--- config.mk ---
export PLATFORM = sky130hd
export DESIGN_NAME = button_press_classifier
export DESIGN_NICKNAME = d
export VERILOG_FILES = /design/src/bpc_pkg.sv /design/src/bpc_classify.sv /design/src/button_press_classifier.sv
export SDC_FILE = /design/constraint.sdc
export NUM_CORES = 1
export LEC_CHECK = 0
export BUFFER_PORTS_ARGS = -buffer_cell sky130_fd_sc_hd__buf_4
export CORE_ASPECT_RATIO = 1.75
export CORE_UTILIZATION = 40
export CTS_CLUSTER_SIZE = 28
export DETAILED_ROUTE_END_ITERATION = 7
export PLACE_DENSITY = 0.64
export SETUP_SLACK_MARGIN = 0.05
export SLEW_MARGIN = 20
export SYNTH_ARGS = -nofsm -noshare
export SYNTH_HDL_FRONTEND = slang
export SYNTH_HIERARCHICAL = 1
export SYNTH_SLANG_ARGS = --single-unit
export TNS_END_PERCENT = 20
--- constraint.sdc ---
create_clock -name clk_i -period 5.27 [get_ports clk_i]
set_input_delay 0.7905 -clock clk_i [delete_from_list [all_inputs] [get_ports clk_i]]
set_output_delay 0.7905 -clock clk_i [all_outputs]
set_load 0.02 [all_outputs]
--- src/bpc_pkg.sv ---
`timescale 1ns / 1ps
// ----------------------------------------------------------------------------
// Button press classifier package
// Shared types and constants: event codes, register indexes, the tracked
// button state and the reset values of the timing registers.
// ----------------------------------------------------------------------------
package bpc_pkg;

  localparam int unsigned TimeW = 32;
  localparam int unsigned CfgW  = 16;
  localparam int unsigned IdxW  = 2;

  // Classification result of one sample
  typedef enum logic [1:0] {
    EV_NONE  = 2'd0,
    EV_CLICK = 2'd1,
    EV_LONG  = 2'd2,
    EV_RESET = 2'd3
  } bpc_event_e;

  // Timing register indexes; the fourth code writes nothing
  typedef enum logic [IdxW-1:0] {
    CFG_DEBOUNCE    = 2'd0,
    CFG_LONG_PRESS  = 2'd1,
    CFG_RESET_PRESS = 2'd2
  } bpc_cfg_idx_e;

  localparam logic [CfgW-1:0] DebounceRst   = 16'd50;
  localparam logic [CfgW-1:0] LongPressRst  = 16'd1000;
  localparam logic [CfgW-1:0] ResetPressRst = 16'd5000;

  // Debounced button state carried from sample to sample
  typedef struct packed {
    logic             acc_level;    // 1 released, 0 pressed
    logic [TimeW-1:0] last_change;
    logic [TimeW-1:0] press_start;
    logic             reset_fired;
  } bpc_state_t;

  // Timing thresholds
  typedef struct packed {
    logic [CfgW-1:0] debounce;
    logic [CfgW-1:0] long_thr;
    logic [CfgW-1:0] reset_thr;
  } bpc_cfg_t;

endpackage

--- src/bpc_classify.sv ---
`timescale 1ns / 1ps
// ----------------------------------------------------------------------------
// Button press classifier: sample evaluation
// Debounces one level sample against the current state and returns the
// next state together with the click, long press or reset press event.
// ----------------------------------------------------------------------------
module bpc_classify (
  input  bpc_pkg::bpc_state_t           state_i,
  input  bpc_pkg::bpc_cfg_t             cfg_i,
  input  logic                          level_i,
  input  logic [bpc_pkg::TimeW-1:0]     now_ms_i,
  output bpc_pkg::bpc_state_t           state_o,
  output bpc_pkg::bpc_event_e           event_o
);

  logic [bpc_pkg::TimeW-1:0] since_change;
  logic [bpc_pkg::TimeW-1:0] held;
  logic                      change_ok;
  logic                      is_long;
  logic                      is_reset_hold;

  // Elapsed times, wrapping modulo 2^32
  assign since_change = now_ms_i - state_i.last_change;
  assign held         = now_ms_i - state_i.press_start;

  assign change_ok = (level_i != state_i.acc_level) &&
                     (since_change > {{(bpc_pkg::TimeW-bpc_pkg::CfgW){1'b0}}, cfg_i.debounce});
  assign is_long   = held > {{(bpc_pkg::TimeW-bpc_pkg::CfgW){1'b0}}, cfg_i.long_thr};
  assign is_reset_hold =
      held > {{(bpc_pkg::TimeW-bpc_pkg::CfgW){1'b0}}, cfg_i.reset_thr};

  // Accept a change, or check the raw level for a reset press
  always_comb begin
    state_o = state_i;
    event_o = bpc_pkg::EV_NONE;
    if (change_ok) begin
      state_o.last_change = now_ms_i;
      state_o.acc_level   = level_i;
      if (!level_i) begin
        state_o.press_start = now_ms_i;
        state_o.reset_fired = 1'b0;
      end else if (!state_i.reset_fired) begin
        event_o = is_long ? bpc_pkg::EV_LONG : bpc_pkg::EV_CLICK;
      end
    end else if (!level_i && is_reset_hold && !state_i.reset_fired) begin
      event_o             = bpc_pkg::EV_RESET;
      state_o.reset_fired = 1'b1;
    end
  end

endmodule

--- src/button_press_classifier.sv ---
`timescale 1ns / 1ps
// ----------------------------------------------------------------------------
// Button press classifier
// Debounced push-button detector giving click, long press and reset press.
// ----------------------------------------------------------------------------
// Every accepted sample request gives exactly one event request (none, click,
// long press or reset press). A sample is held in an input register, then
// evaluated combinationally against the debounced state and written to the
// event register, so a new sample is taken every clock while the event
// consumer keeps up. The button state updates only when a sample moves
// into the event register, so a stalled event consumer holds back samples
// without losing any. Timing registers are written through the configuration
// channel, which is always ready; write them only while no sample is in
// flight.
module button_press_classifier (
  input  logic                          clk_i,
  input  logic                          rst_ni,
  // sample channel
  input  logic                          in_valid_i,
  output logic                          in_ready_o,
  input  logic                          level_i,
  input  logic [bpc_pkg::TimeW-1:0]     now_ms_i,
  // event channel
  output logic                          out_valid_o,
  input  logic                          out_ready_i,
  output logic [1:0]                    event_res_o,
  // configuration channel
  input  logic                          cfg_valid_i,
  output logic                          cfg_ready_o,
  input  logic [bpc_pkg::IdxW-1:0]      cfg_index_i,
  input  logic [bpc_pkg::CfgW-1:0]      cfg_data_i
);

  bpc_pkg::bpc_cfg_t    cfg_q;
  bpc_pkg::bpc_state_t  st_q, st_d;
  bpc_pkg::bpc_event_e  ev_d, ev_q;

  logic                      smp_vld_q;
  logic                      smp_level_q;
  logic [bpc_pkg::TimeW-1:0] smp_now_q;
  logic                      out_vld_q;
  logic                      advance;

  // Move a sample to the event register when that register is free
  assign advance     = smp_vld_q && (!out_vld_q || out_ready_i);
  assign in_ready_o  = !smp_vld_q || advance;
  assign cfg_ready_o = 1'b1;
  assign out_valid_o = out_vld_q;
  assign event_res_o = ev_q;

  // Write timing registers
  always_ff @(posedge clk_i or negedge rst_ni) begin
    if (!rst_ni) begin
      cfg_q.debounce  <= bpc_pkg::DebounceRst;
      cfg_q.long_thr  <= bpc_pkg::LongPressRst;
      cfg_q.reset_thr <= bpc_pkg::ResetPressRst;
    end else if (cfg_valid_i) begin
      case (cfg_index_i)
        bpc_pkg::CFG_DEBOUNCE:    cfg_q.debounce  <= cfg_data_i;
        bpc_pkg::CFG_LONG_PRESS:  cfg_q.long_thr  <= cfg_data_i;
        bpc_pkg::CFG_RESET_PRESS: cfg_q.reset_thr <= cfg_data_i;
        default: ;
      endcase
    end
  end

  // Hold the incoming sample
  always_ff @(posedge clk_i or negedge rst_ni) begin
    if (!rst_ni) begin
      smp_vld_q <= 1'b0;
    end else if (in_ready_o) begin
      smp_vld_q <= in_valid_i;
    end
  end

  always_ff @(posedge clk_i) begin
    if (in_valid_i && in_ready_o) begin
      smp_level_q <= level_i;
      smp_now_q   <= now_ms_i;
    end
  end

  bpc_classify u_classify (
    .state_i  (st_q),
    .cfg_i    (cfg_q),
    .level_i  (smp_level_q),
    .now_ms_i (smp_now_q),
    .state_o  (st_d),
    .event_o  (ev_d)
  );

  // Advance button state and event register together
  always_ff @(posedge clk_i or negedge rst_ni) begin
    if (!rst_ni) begin
      st_q.acc_level   <= 1'b1;
      st_q.last_change <= '0;
      st_q.press_start <= '0;
      st_q.reset_fired <= 1'b0;
      out_vld_q        <= 1'b0;
      ev_q             <= bpc_pkg::EV_NONE;
    end else begin
      if (advance) begin
        st_q <= st_d;
        ev_q <= ev_d;
      end
      if (advance) begin
        out_vld_q <= 1'b1;
      end else if (out_ready_i) begin
        out_vld_q <= 1'b0;
      end
    end
  end

  // A shown reset press always has its flag set
  assert property (@(posedge clk_i) disable iff (!rst_ni)
    (out_vld_q && ev_q == bpc_pkg::EV_RESET) |-> st_q.reset_fired)
    else $error("reset press shown without reset flag");

  // A click or long press leaves the button released
  assert property (@(posedge clk_i) disable iff (!rst_ni)
    (advance && (ev_d == bpc_pkg::EV_CLICK || ev_d == bpc_pkg::EV_LONG))
    |=> st_q.acc_level)
    else $error("release event without released state");

  // Samples stall only behind a stalled event
  assert property (@(posedge clk_i) disable iff (!rst_ni)
    !in_ready_o |-> (out_vld_q && !out_ready_i && smp_vld_q))
    else $error("sample channel stalled without cause");

endmodule

# --- Yosys cells after proc, flatten, opt, wreduce, memory -nomap -nowiden ---
# Index checks and enable logic that the tools add are counted.
op_classes:
  addsub: 2
  order_cmp: 3
  eq_ne: 4
  n_mux: 10
  n_bitwise: 1
  n_reduce_logical: 20
op_table:
  columns: ["op", "count"]
  rows:
  - ["$gt A32 B16 Y1", 3]
  - ["$sub A32 B32 Y32", 2]
  - ["$mux W2", 5]
  - ["$reduce_and A2 Y1", 4]
  - ["$reduce_and A3 Y1", 2]
  - ["$logic_and A1 B1 Y1", 5]
  - ["$mux W1", 5]
  - ["$logic_not A1 Y1", 4]
  - ["$reduce_bool A2 Y1", 2]
  - ["$eq A2 B1 Y1 const B", 1]
  - ["$eq A2 B2 Y1 const B", 1]
  - ["$logic_not A2 Y1", 1]
  - ["$logic_or A1 B1 Y1", 2]
  - ["$ne A2 B2 Y1 const B", 1]
  - ["$ne A1 B1 Y1", 1]
  - ["$not A1 Y1", 1]
totals:
  ff_bits: 151
  in_bits: 56
  output_inout_bits: 5

# --- Depth between registers and ports, before layout ---
# Gate-level depths: netlist of run 1.
depth:
  ltp_word: 6
  ltp_mapped: 24
  depth_no_buf: 22

# --- Hierarchy ---
# The synthesis of run 1 kept the hierarchy.
modules_own_cells:
  columns: ["mod", "n_inst", "cells_per_inst", "area_per_inst_um2", "seq_area_each_um2"]
  rows:
  - ["bpc_classify", 1, 872, 6237.2, 0.0]
  - ["button_press_classifier", 1, 288, 5440.2, 3962.6]

# --- Worst setup path before layout of run 1 ---
# Ideal clock, no wire load.
synth_timing:
  path_kind: "register to register"
  startpoint: "register smp_now_q[0] (netlist bit)"
  endpoint: "register st_q[10] (netlist bit)"
  setup_time_ns: 0.125
  arrival_time_ns: 4.962
  slack_ns: 0.184
  stages_incl_launch_ff: 23
  period_less_slack_ns: 5.086
  path_cell_list: "edfxtp_1 > inv_1 > ha_1 > inv_1 > fa_1 > a211oi_1 > nor2_1 > a211oi_1 > o21bai_1 > xor2_1 > ha_1 > nand4_1 > or4_1 > nor2_1 > nor2_1 > nor4_1 > o2111ai_1 > a2111oi_4 > and3_4 > nand3b_4 > buf_12 > mux2_4 > mux2_2"
synth_via:
  elab_chain_len: 4
synth_lines:
  columns: ["item", "line_no", "text"]
  rows:
  - ["start, declared", "button_press_classifier.sv:40", "logic [bpc_pkg::TimeW-1:0] smp_now_q;"]
  - ["start signal, assigned", "button_press_classifier.sv:79", "smp_now_q <= now_ms_i;"]
  - ["$sub A32 B32 Y32", "bpc_classify.sv:23", "assign since_change = now_ms_i - state_i.last_change;"]
  - ["$gt A32 B16 Y1", "bpc_classify.sv:27", "(since_change > {{(bpc_pkg::TimeW-bpc_pkg::CfgW){1'b0}}, cfg_i.debounce});"]
  - ["$logic_and A1 B1 Y1", "bpc_classify.sv:26", "assign change_ok = (level_i != state_i.acc_level) &&"]
  - ["$reduce_and A3 Y1 (no line)", null, null]
  - ["end signal, assigned", "button_press_classifier.sv:103", "st_q <= st_d;"]
  - ["end, declared", "button_press_classifier.sv:35", "bpc_pkg::bpc_state_t st_q, st_d;"]
# No other way between the ends.
# A chain may end at the register's enable or synchronous reset.

# --- Final worst setup path of run 1 ---
layout_timing:
  startpoint: "register smp_now_q[4] (netlist bit)"
  endpoint: "register ev_q[1], in the netlist event_res_o[1]"
layout_via:
  elab_chain_len: 6
  elab_cells_between_ends: 13
  classes_between: "add/sub (2); order compare (3); mux (5); reduce/logical (3)"
layout_lines:
  columns: ["item", "line_no", "text"]
  rows:
  - ["$sub A32 B32 Y32", "bpc_classify.sv:24", "assign held = now_ms_i - state_i.press_start;"]
  - ["$gt A32 B16 Y1, on equally long branches", "bpc_classify.sv:28, bpc_classify.sv:30", null]
  - ["$mux W2 or $logic_and A1 B1 Y1 (tied branches)", "bpc_classify.sv:43, bpc_classify.sv:45", null]
  - ["$mux W2 or $logic_and A1 B1 Y1 (tied branches)", "bpc_classify.sv:42, bpc_classify.sv:45", null]
  - ["$mux W2, on equally long branches", "bpc_classify.sv:39, bpc_classify.sv:45", null]
  - ["$mux W2 (*)", "bpc_classify.sv:36", "if (change_ok) begin"]
  - ["via ev_d[1]", "button_press_classifier.sv:36", "bpc_pkg::bpc_event_e ev_d, ev_q;"]
  - ["end signal, assigned", "button_press_classifier.sv:100", "ev_q <= bpc_pkg::EV_NONE;"]
  - ["end signal, assigned", "button_press_classifier.sv:104", "ev_q <= ev_d;"]
  - ["end, declared", "button_press_classifier.sv:36", null]
# The timed path passes the listed nets; every way through them passes the cells marked *.

==> flow_metrics.py, run 1 <==
metrics = {
    "run_status": {
        "status": "complete, no violations",
    },
    "layout": {
        "fillers": 2685,
        "final_cells": 1634,
        "diodes": 0,
        "area_growth_pct": 15.2,
        "final-seq-area_sq_mm": 0.00396,
        "stdcell_area_sq_mm": 0.0134,
        "drive_gt1_share_pct": 30.0,
        "multiInputGateArea_sq_mm": 0.00708,
        "nNetsFinal": 1411,
        "final_util_pct": 47.0,
    },
    "pwr": {
        "p_total_mw": 8.13,
        "power_density_mw_per_mm2": 605,
        "ir_drop_mv": 0.307,
        "leakagePower_nw": 6.08,
    },
    "timing": {
        "hold_ws_ps": 493,
        "fin_crit_sh_pct": 95.8,
        "fin_crit_ps": 5050,
        "rsz0062_at_grt": "true",
        "hold_viol": 0,
        "slew_headroom_pct": 38.5,
        "final.setup.tns_ps": 0,
        "fin_worst_skew_ps": 9.50,
        "fin_ws_ps": 223,
        "worstMarginPinSlew_ps": 923,
        "slew_violations": 0,
        "fmax_mhz": 198,
        "finalSetupViolations": 0,
    },
    "synthesis": {
        "synth_mux_area_share_pct": 18.5,
        "yosysSeqAreaShare_pct": 33.9,
        "synth_enable_flop_cells": 33,
        "synth-async-reset-ratio_pct": 78.1,
        "synth_top_family_by_area": "multiplexers",
        "yosys-top-cells-area": "dfrtp_1 22%, mux2_2 14%, ha_1 12%",
        "synth_xor_area_share_pct": 3.60,
        "syn-num-nets": 1328,
        "synth_compound_area_share_pct": 14.0,
        "synth_cell_types": 80,
        "ys.flop_type": "dfrtp_1",
        "syn_area_per_cell_sq_um": 10.1,
        "synthesis.area_sq_mm": 0.0117,
        "ys_seq_elements": 151,
        "synthCells": 1160,
        "synth-simple-area-share_pct": 11.3,
        "yosysTopAreaCell": "dfrtp_1",
        "yosysWarnings": 6,
        "yosysTopAreaCellShare_pct": 22.1,
        "synthAdderAreaFrac_pct": 12.1,
    },
    "drt": {
        "drt_iter0_markers": 496,
        "num_vias": 9007,
        "antenna_left": 0,
        "post_drt_wl_per_cell_um": 18.9,
        "wl_mm": 30.9,
        "drc_errors": 0,
        "dr.pass1.iters": 5,
        "vias_per_cell": 5.51,
    },
    "worst_hold_path": {
        "hold_path.class": "in2async",
    },
    "setup_path": {
        "cp.required_ps": 5630,
        "path_buf_inv": 1,
        "worst-path-max-fanout": 6,
        "critPathLaunchType": "flip-flop",
        "cp_top_family": "simple AND/OR/NAND/NOR gates",
        "path_cells": "ha_4 > a21o_1 > a31o_2 > nor2_1 > o21ai_1 > a21o_1 > a21oi_1 > xnor2_1 > ha_1 > nand4_1 > or4_4 > a21oi_1 > nor3_2 > nor2_2 > nor4_2 > o2111ai_2 > a2111oi_4 > and3_4 > buf_4 > or4_2 > o21ai_0 > mux2_2",
        "cpMaxStageDelayCell": "or4_2",
        "cp-end-kind": "flip-flop",
        "critPathKind": "reg2reg",
        "critPathMaxStageDelay_ps": 550,
        "cp.arrival_ps": 5410,
    },
    "floorplan": {
        "core-area_sq_mm": 0.0286,
        "die_area_sq_mm": 0.0299,
        "initial_utilization_pct": 40.8,
        "die_h_um": 228,
        "io_pins": 61,
        "die_w_um": 131,
        "row_count": 82,
    },
    "cts": {
        "h-tree-depth": 4,
        "clk_latency_ps": 430,
        "cts_tree": "built",
        "clkTransAtPathRegs_ps": 70,
        "clock_path_buffers": 2,
        "cts_buffers": 17,
        "cts_sinks": 151,
        "cts_root_buffer": "clkbuf_16",
    },
    "grt": {
        "grt_max_degree": 70,
        "overflow": 0,
        "grt_pass1_wl_mm": 49.9,
        "grt_pass1_vias": 9487,
        "gr-usage-met2_pct": 39.6,
        "use_met3_pct": 2.67,
        "busiest_layer": "met2",
        "gr-usage-all-layers_pct": 21.4,
        "antenna_found_initial": 0,
        "use_met1_pct": 22.9,
    },
    "placement": {
        "io_buffers": 59,
        "dp_slack_ps": -65.9,
        "dpl_cell_area_sq_mm": 0.0126,
        "gp_congestion": 0.906,
        "dp_hpwl_mm": 23.9,
        "place_inst": 1588,
    },
    "flow_run": {
        "drv_cap": 0,
    },
}
==> worst reg2reg max path: cells and delay by family, from the launching register on <==
kind	cells	cell delay [ps]
and+or+nand+nor	8	1860
muxes	1	210
adders and majority gates	2	600
buffers and inverters	1	130
AOI/OAI and AO/OA	9	1640
DFF	1	460
xor gates and xnor gates	1	90
==> report_power, final <==
| group | internal [mW] | switching (mW) |
|---|---|---|
| registers | 1.56 | 0.257 |
| logic | 2.32 | 2.79 |
| clock network | 0.634 | 0.571 |
| total | 4.51 | 3.62 |
==> final cells by class <==
class | instances | share of cell area (%)
multi-input cells | 843 | 52.6
flip-flops and latches | 151 | 29.5
repair buffers | 107 | 6.62
clock buffers | 17 | 3.16
well taps | 378 | 3.52
inverters | 123 | 3.43
clock inverters | 15 | 1.17
==> path summary, 6_finish.rpt <==
check                             startpoint        endpoint  cells past startpoint  slack (ps)
worst max-delay path            smp_now_q[4]  event_res_o[1]                     22         220
worst min-delay path                  rst_ni       cfg_q[11]                      1         490
worst max register to register  smp_now_q[4]  event_res_o[1]                     22         220
worst min register to register     cfg_q[26]       cfg_q[26]                      1         510
max in group asynchronous             rst_ni        st_q[65]                      2        3790
min in group clk_i                 cfg_q[26]       cfg_q[26]                      1         510
==> layer usage <==
layer  share of wire (%)  wire [um]  vias to the layer above
met3                 2.5        782                       78
met1                  39      12000                     4355
met5                   0          0                        -
li1                    -          -                     4366
met4                 6.0       1840                        0
met2                  53      16300                      208
==> cell families after synthesis <==
logic type | count (synthesis)
AND/OR/NAND/NOR | 252
other | 1
AO/OA/AOI/OAI | 247
multiplexers | 183
XOR/XNOR | 48
adder cells (fa/ha/maj) | 112
buffers and inverters | 166
flip-flops | 151
==> state kept, by name, summed over array words and instances, names as in the netlist <==
name,count
smp_vld_q,1
smp_level_q,1
smp_now_q,32
event_res_o,2
out_valid_o,1
st_q,66
cfg_q,48
==> cell usage in the layout, fill, tap and decap left out, drive strengths merged, types with 4 or more instances in the layout <==
cell type | netlist | final
a211oi | 7 | 7
a21o | 26 | 26
a21oi | 90 | 90
a221oi | 5 | 5
a31o | 4 | 4
a31oi | 7 | 7
and3 | 5 | 5
buf | 28 | 107
clkbuf | 15 | 17
clkinv | 0 | 4
dfrtp | 103 | 103
dfstp | 15 | 15
edfxtp | 33 | 33
ha | 110 | 110
inv | 123 | 132
mux2 | 178 | 178
mux2i | 5 | 5
nand2 | 71 | 71
nand2b | 11 | 11
nand3 | 19 | 19
nand3b | 6 | 6
nand4 | 33 | 33
nor2 | 47 | 47
nor2b | 8 | 8
nor3 | 17 | 17
nor3b | 4 | 4
nor4 | 5 | 5
o2111ai | 4 | 4
o211ai | 9 | 9
o21a | 8 | 8
o21ai | 48 | 48
o21bai | 8 | 8
o22ai | 4 | 4
or2 | 5 | 5
or3 | 6 | 6
xnor2 | 33 | 33
xor2 | 15 | 15
==> what timing repair did <==
item	CTS	global route
hold buffers	0	0
cloned	2	0
resized for setup	20	12
setup buffers	9	4
setup endpoints to repair	59	67
pin swaps	20	13
==> cell usage after synthesis (8+ instances only) <==
| cell | count |
|---|---|
| a21o_1 | 26 |
| a21oi_1 | 90 |
| buf_2 | 12 |
| buf_4 | 9 |
| clkbuf_1 | 14 |
| dfrtp_1 | 103 |
| dfstp_2 | 15 |
| edfxtp_1 | 33 |
| ha_1 | 110 |
| inv_1 | 123 |
| mux2_2 | 150 |
| mux2_4 | 28 |
| nand2_1 | 71 |
| nand2b_1 | 11 |
| nand3_1 | 19 |
| nand4_1 | 33 |
| nor2_1 | 47 |
| nor2b_1 | 8 |
| nor3_1 | 17 |
| o211ai_1 | 8 |
| o21a_1 | 8 |
| o21ai_0 | 48 |
| o21bai_1 | 8 |
| xnor2_1 | 33 |
| xor2_1 | 15 |
Power figures use the tool's default switching activity.
==> run 2, diff against run 1 <==
--- a/config.mk
+++ b/config.mk
@@ -7,6 +7,7 @@
 export LEC_CHECK = 0
 export BUFFER_PORTS_ARGS = -buffer_cell sky130_fd_sc_hd__buf_4
 export CORE_ASPECT_RATIO = 1.75
+export CORE_MARGIN = 5
 export CORE_UTILIZATION = 40
 export CTS_CLUSTER_SIZE = 28
 export DETAILED_ROUTE_END_ITERATION = 7
@@ -17,4 +18,4 @@
 export SYNTH_HDL_FRONTEND = slang
 export SYNTH_HIERARCHICAL = 1
 export SYNTH_SLANG_ARGS = --single-unit
-export TNS_END_PERCENT = 20
+export TNS_END_PERCENT = 1
==> flow_metrics.py, run 2 (same netlist as run 1, synthesis figures left out) <==
metrics = {
    "setup_path": {
        "critPathLaunchType": "flip-flop",
        "cp-end-kind": "flip-flop",
        "worst-path-max-fanout": 8,
        "worstRegToRegCells": 22,
        "r2r_setup_slack_ps": 180,
        "reg2reg_to": "st_q[12]",
        "critPathKind": "reg2reg",
        "cp.arrival_ps": 5400,
        "r2r-start": "smp_now_q[3]",
        "cp.required_ps": 5580,
    },
    "grt": {
        "antenna_found_initial": 0,
        "gr-usage-all-layers_pct": 18.6,
        "overflow": 0,
        "grt_pass1_vias": 9145,
        "grt_max_degree": 49,
        "grt_pass1_wl_mm": 48.5,
    },
    "timing": {
        "rsz0062_at_grt": "true",
        "slew_headroom_pct": 37.3,
        "hold_viol": 0,
        "fin_crit_ps": 5090,
        "fin_crit_sh_pct": 96.5,
        "slew_violations": 0,
        "finalSetupViolations": 0,
        "final.setup.tns_ps": 0,
        "fin_worst_skew_ps": 12.2,
        "fmax_mhz": 197,
        "fin_ws_ps": 184,
        "hold_ws_ps": 385,
        "worstMarginPinSlew_ps": 940,
    },
    "placement": {
        "io_buffers": 59,
        "gp_congestion": 0.927,
        "dp_slack_ps": -137,
        "dp_hpwl_mm": 24.2,
    },
    "layout": {
        "largest_reg_flops": 66,
        "mostFrequentLayoutCell": "mux2_2",
        "nNetsFinal": 1428,
        "drive_gt1_share_pct": 31.5,
        "mostFrequentLayoutCells": "150 x mux2_2, 122 x inv_1, 117 x buf_4",
        "diodes": 0,
        "top_register": "st_q",
        "area_growth_pct": 16.3,
        "final_util_pct": 47.3,
        "fillers": 2738,
        "top_regs": "st_q x66, cfg_q x48, smp_now_q x32",
    },
    "pwr": {
        "switching_share_pct": 44.1,
        "p_int_mw": 4.58,
        "power_frac_clock_pct": 14.8,
        "p_seq_share_pct": 22.2,
        "total_switching_power_mw": 3.62,
        "power_density_mw_per_mm2": 604,
        "ir_drop_mv": 0.321,
        "power_frac_comb_pct": 63.0,
        "leakagePower_nw": 6.16,
    },
    "cts": {
        "h-tree-depth": 4,
        "cts_sinks": 151,
        "cts_buffers": 17,
        "cts_tree": "built",
        "clk_latency_ps": 440,
        "clkTransAtPathRegs_ps": 70,
        "clock_path_buffers": 2,
        "cts_root_buffer": "clkbuf_16",
    },
    "drt": {
        "num_vias": 9029,
        "drc_errors": 0,
        "antenna_left": 0,
        "wl_mm": 30.7,
        "dr.pass1.iters": 5,
        "post_drt_wl_per_cell_um": 18.6,
        "drt_iter0_markers": 541,
        "vias_per_cell": 5.47,
    },
    "floorplan": {
        "die_area_sq_mm": 0.0328,
        "die_w_um": 139,
        "core-area_sq_mm": 0.0287,
        "row_count": 82,
        "die_h_um": 236,
        "initial_utilization_pct": 40.6,
        "io_pins": 61,
    },
    "worst_hold_path": {
        "hold_path.class": "in2async",
    },
    "flow_run": {
        "drv_cap": 0,
    },
    "run_status": {
        "status": "complete, no violations",
    },
}
run 2: per-layer routing:
layer / vias up / part of all wire (%) / GRT usage, %
li1: 4405 / - / -
met1: 4378 / 39 / 20.0
met2: 193 / 55 / 35.9
met3: 53 / 2.4 / 2.41
met4: 0 / 3.0 / 7.42
met5: - / 0 / 0
run 2: how the worst max path moves through the flow:
| stage | to | start | slack (ps) |
|---|---|---|---|
| after floorplan | st_q[10] | smp_now_q[0] | 180 |
| after global placement | st_q[1] | smp_now_q[0] | -40 |
| after detailed placement | st_q[1] | smp_now_q[0] | -140 |
| after CTS | st_q[12] | smp_now_q[0] | 50 |
| after global routing | st_q[12] | smp_now_q[1] | -60 |
| final | st_q[12] | smp_now_q[3] | 180 |
run 2: worst max-delay path, cell delays in order (launching register included):
cell and delay, ps:
edfxtp_1 500, ha_1 310, a21o_1 210, a31o_2 260, o21ai_2 140, buf_4 130, nand2_1 70, buf_4 150
xor2_1 150, ha_1 310, nand4_1 120, or4_4 500, nor2_2 130, nor2_2 60, nor4_2 240, o2111ai_1 190
a2111oi_4 260, and3_4 230, nand3b_4 150, buf_12 140, buf_12 140, mux2_4 290, mux2_2 260
run 2: stage by stage:
step | std cells | area (sq um) | total power, mW
6_report | 1651 | 13600 | 8.21
5_1_grt | 1651 | 13600 | 8.87
4_1_cts | 1650 | 13500 | 8.15
3_5_place_dp | 1600 | 12700 | 6.76
3_3_place_gp | 1600 | 12700 | 6.67
2_1_floorplan | 1160 | 11700 | 5.48
run 2: repair_timing:
item / in CTS / in global routing
endpoints found under the setup margin: 63 / 66
resized for setup: 22 / 17
pin swaps: 21 / 13
hold endpoints to repair: 0 / 0
setup buffers: 18 / 1
hold buffers: 0 / 0
run 2: power by group through the flow:
stage / Sequential (mW) / Clock (mW) / Combinational, mW
floorplan: 1.76 / 0 / 3.72
global placement: 1.82 / 0 / 4.85
detailed placement: 1.84 / 0 / 4.93
CTS: 1.82 / 1.24 / 5.08
global route: 1.87 / 1.29 / 5.71
finish: 1.82 / 1.22 / 5.17
run 2: cell type report:
cell class / instances / area (sq um) / share of cell area [%]
clock buffers: 17 / 425 / 3.13
clock inverters: 15 / 161 / 1.19
inverters: 123 / 462 / 3.40
multi-input cells: 843 / 7090 / 52.2
flip-flops and latches: 151 / 3960 / 29.2
well taps: 378 / 473 / 3.48
repair buffers: 124 / 1010 / 7.44
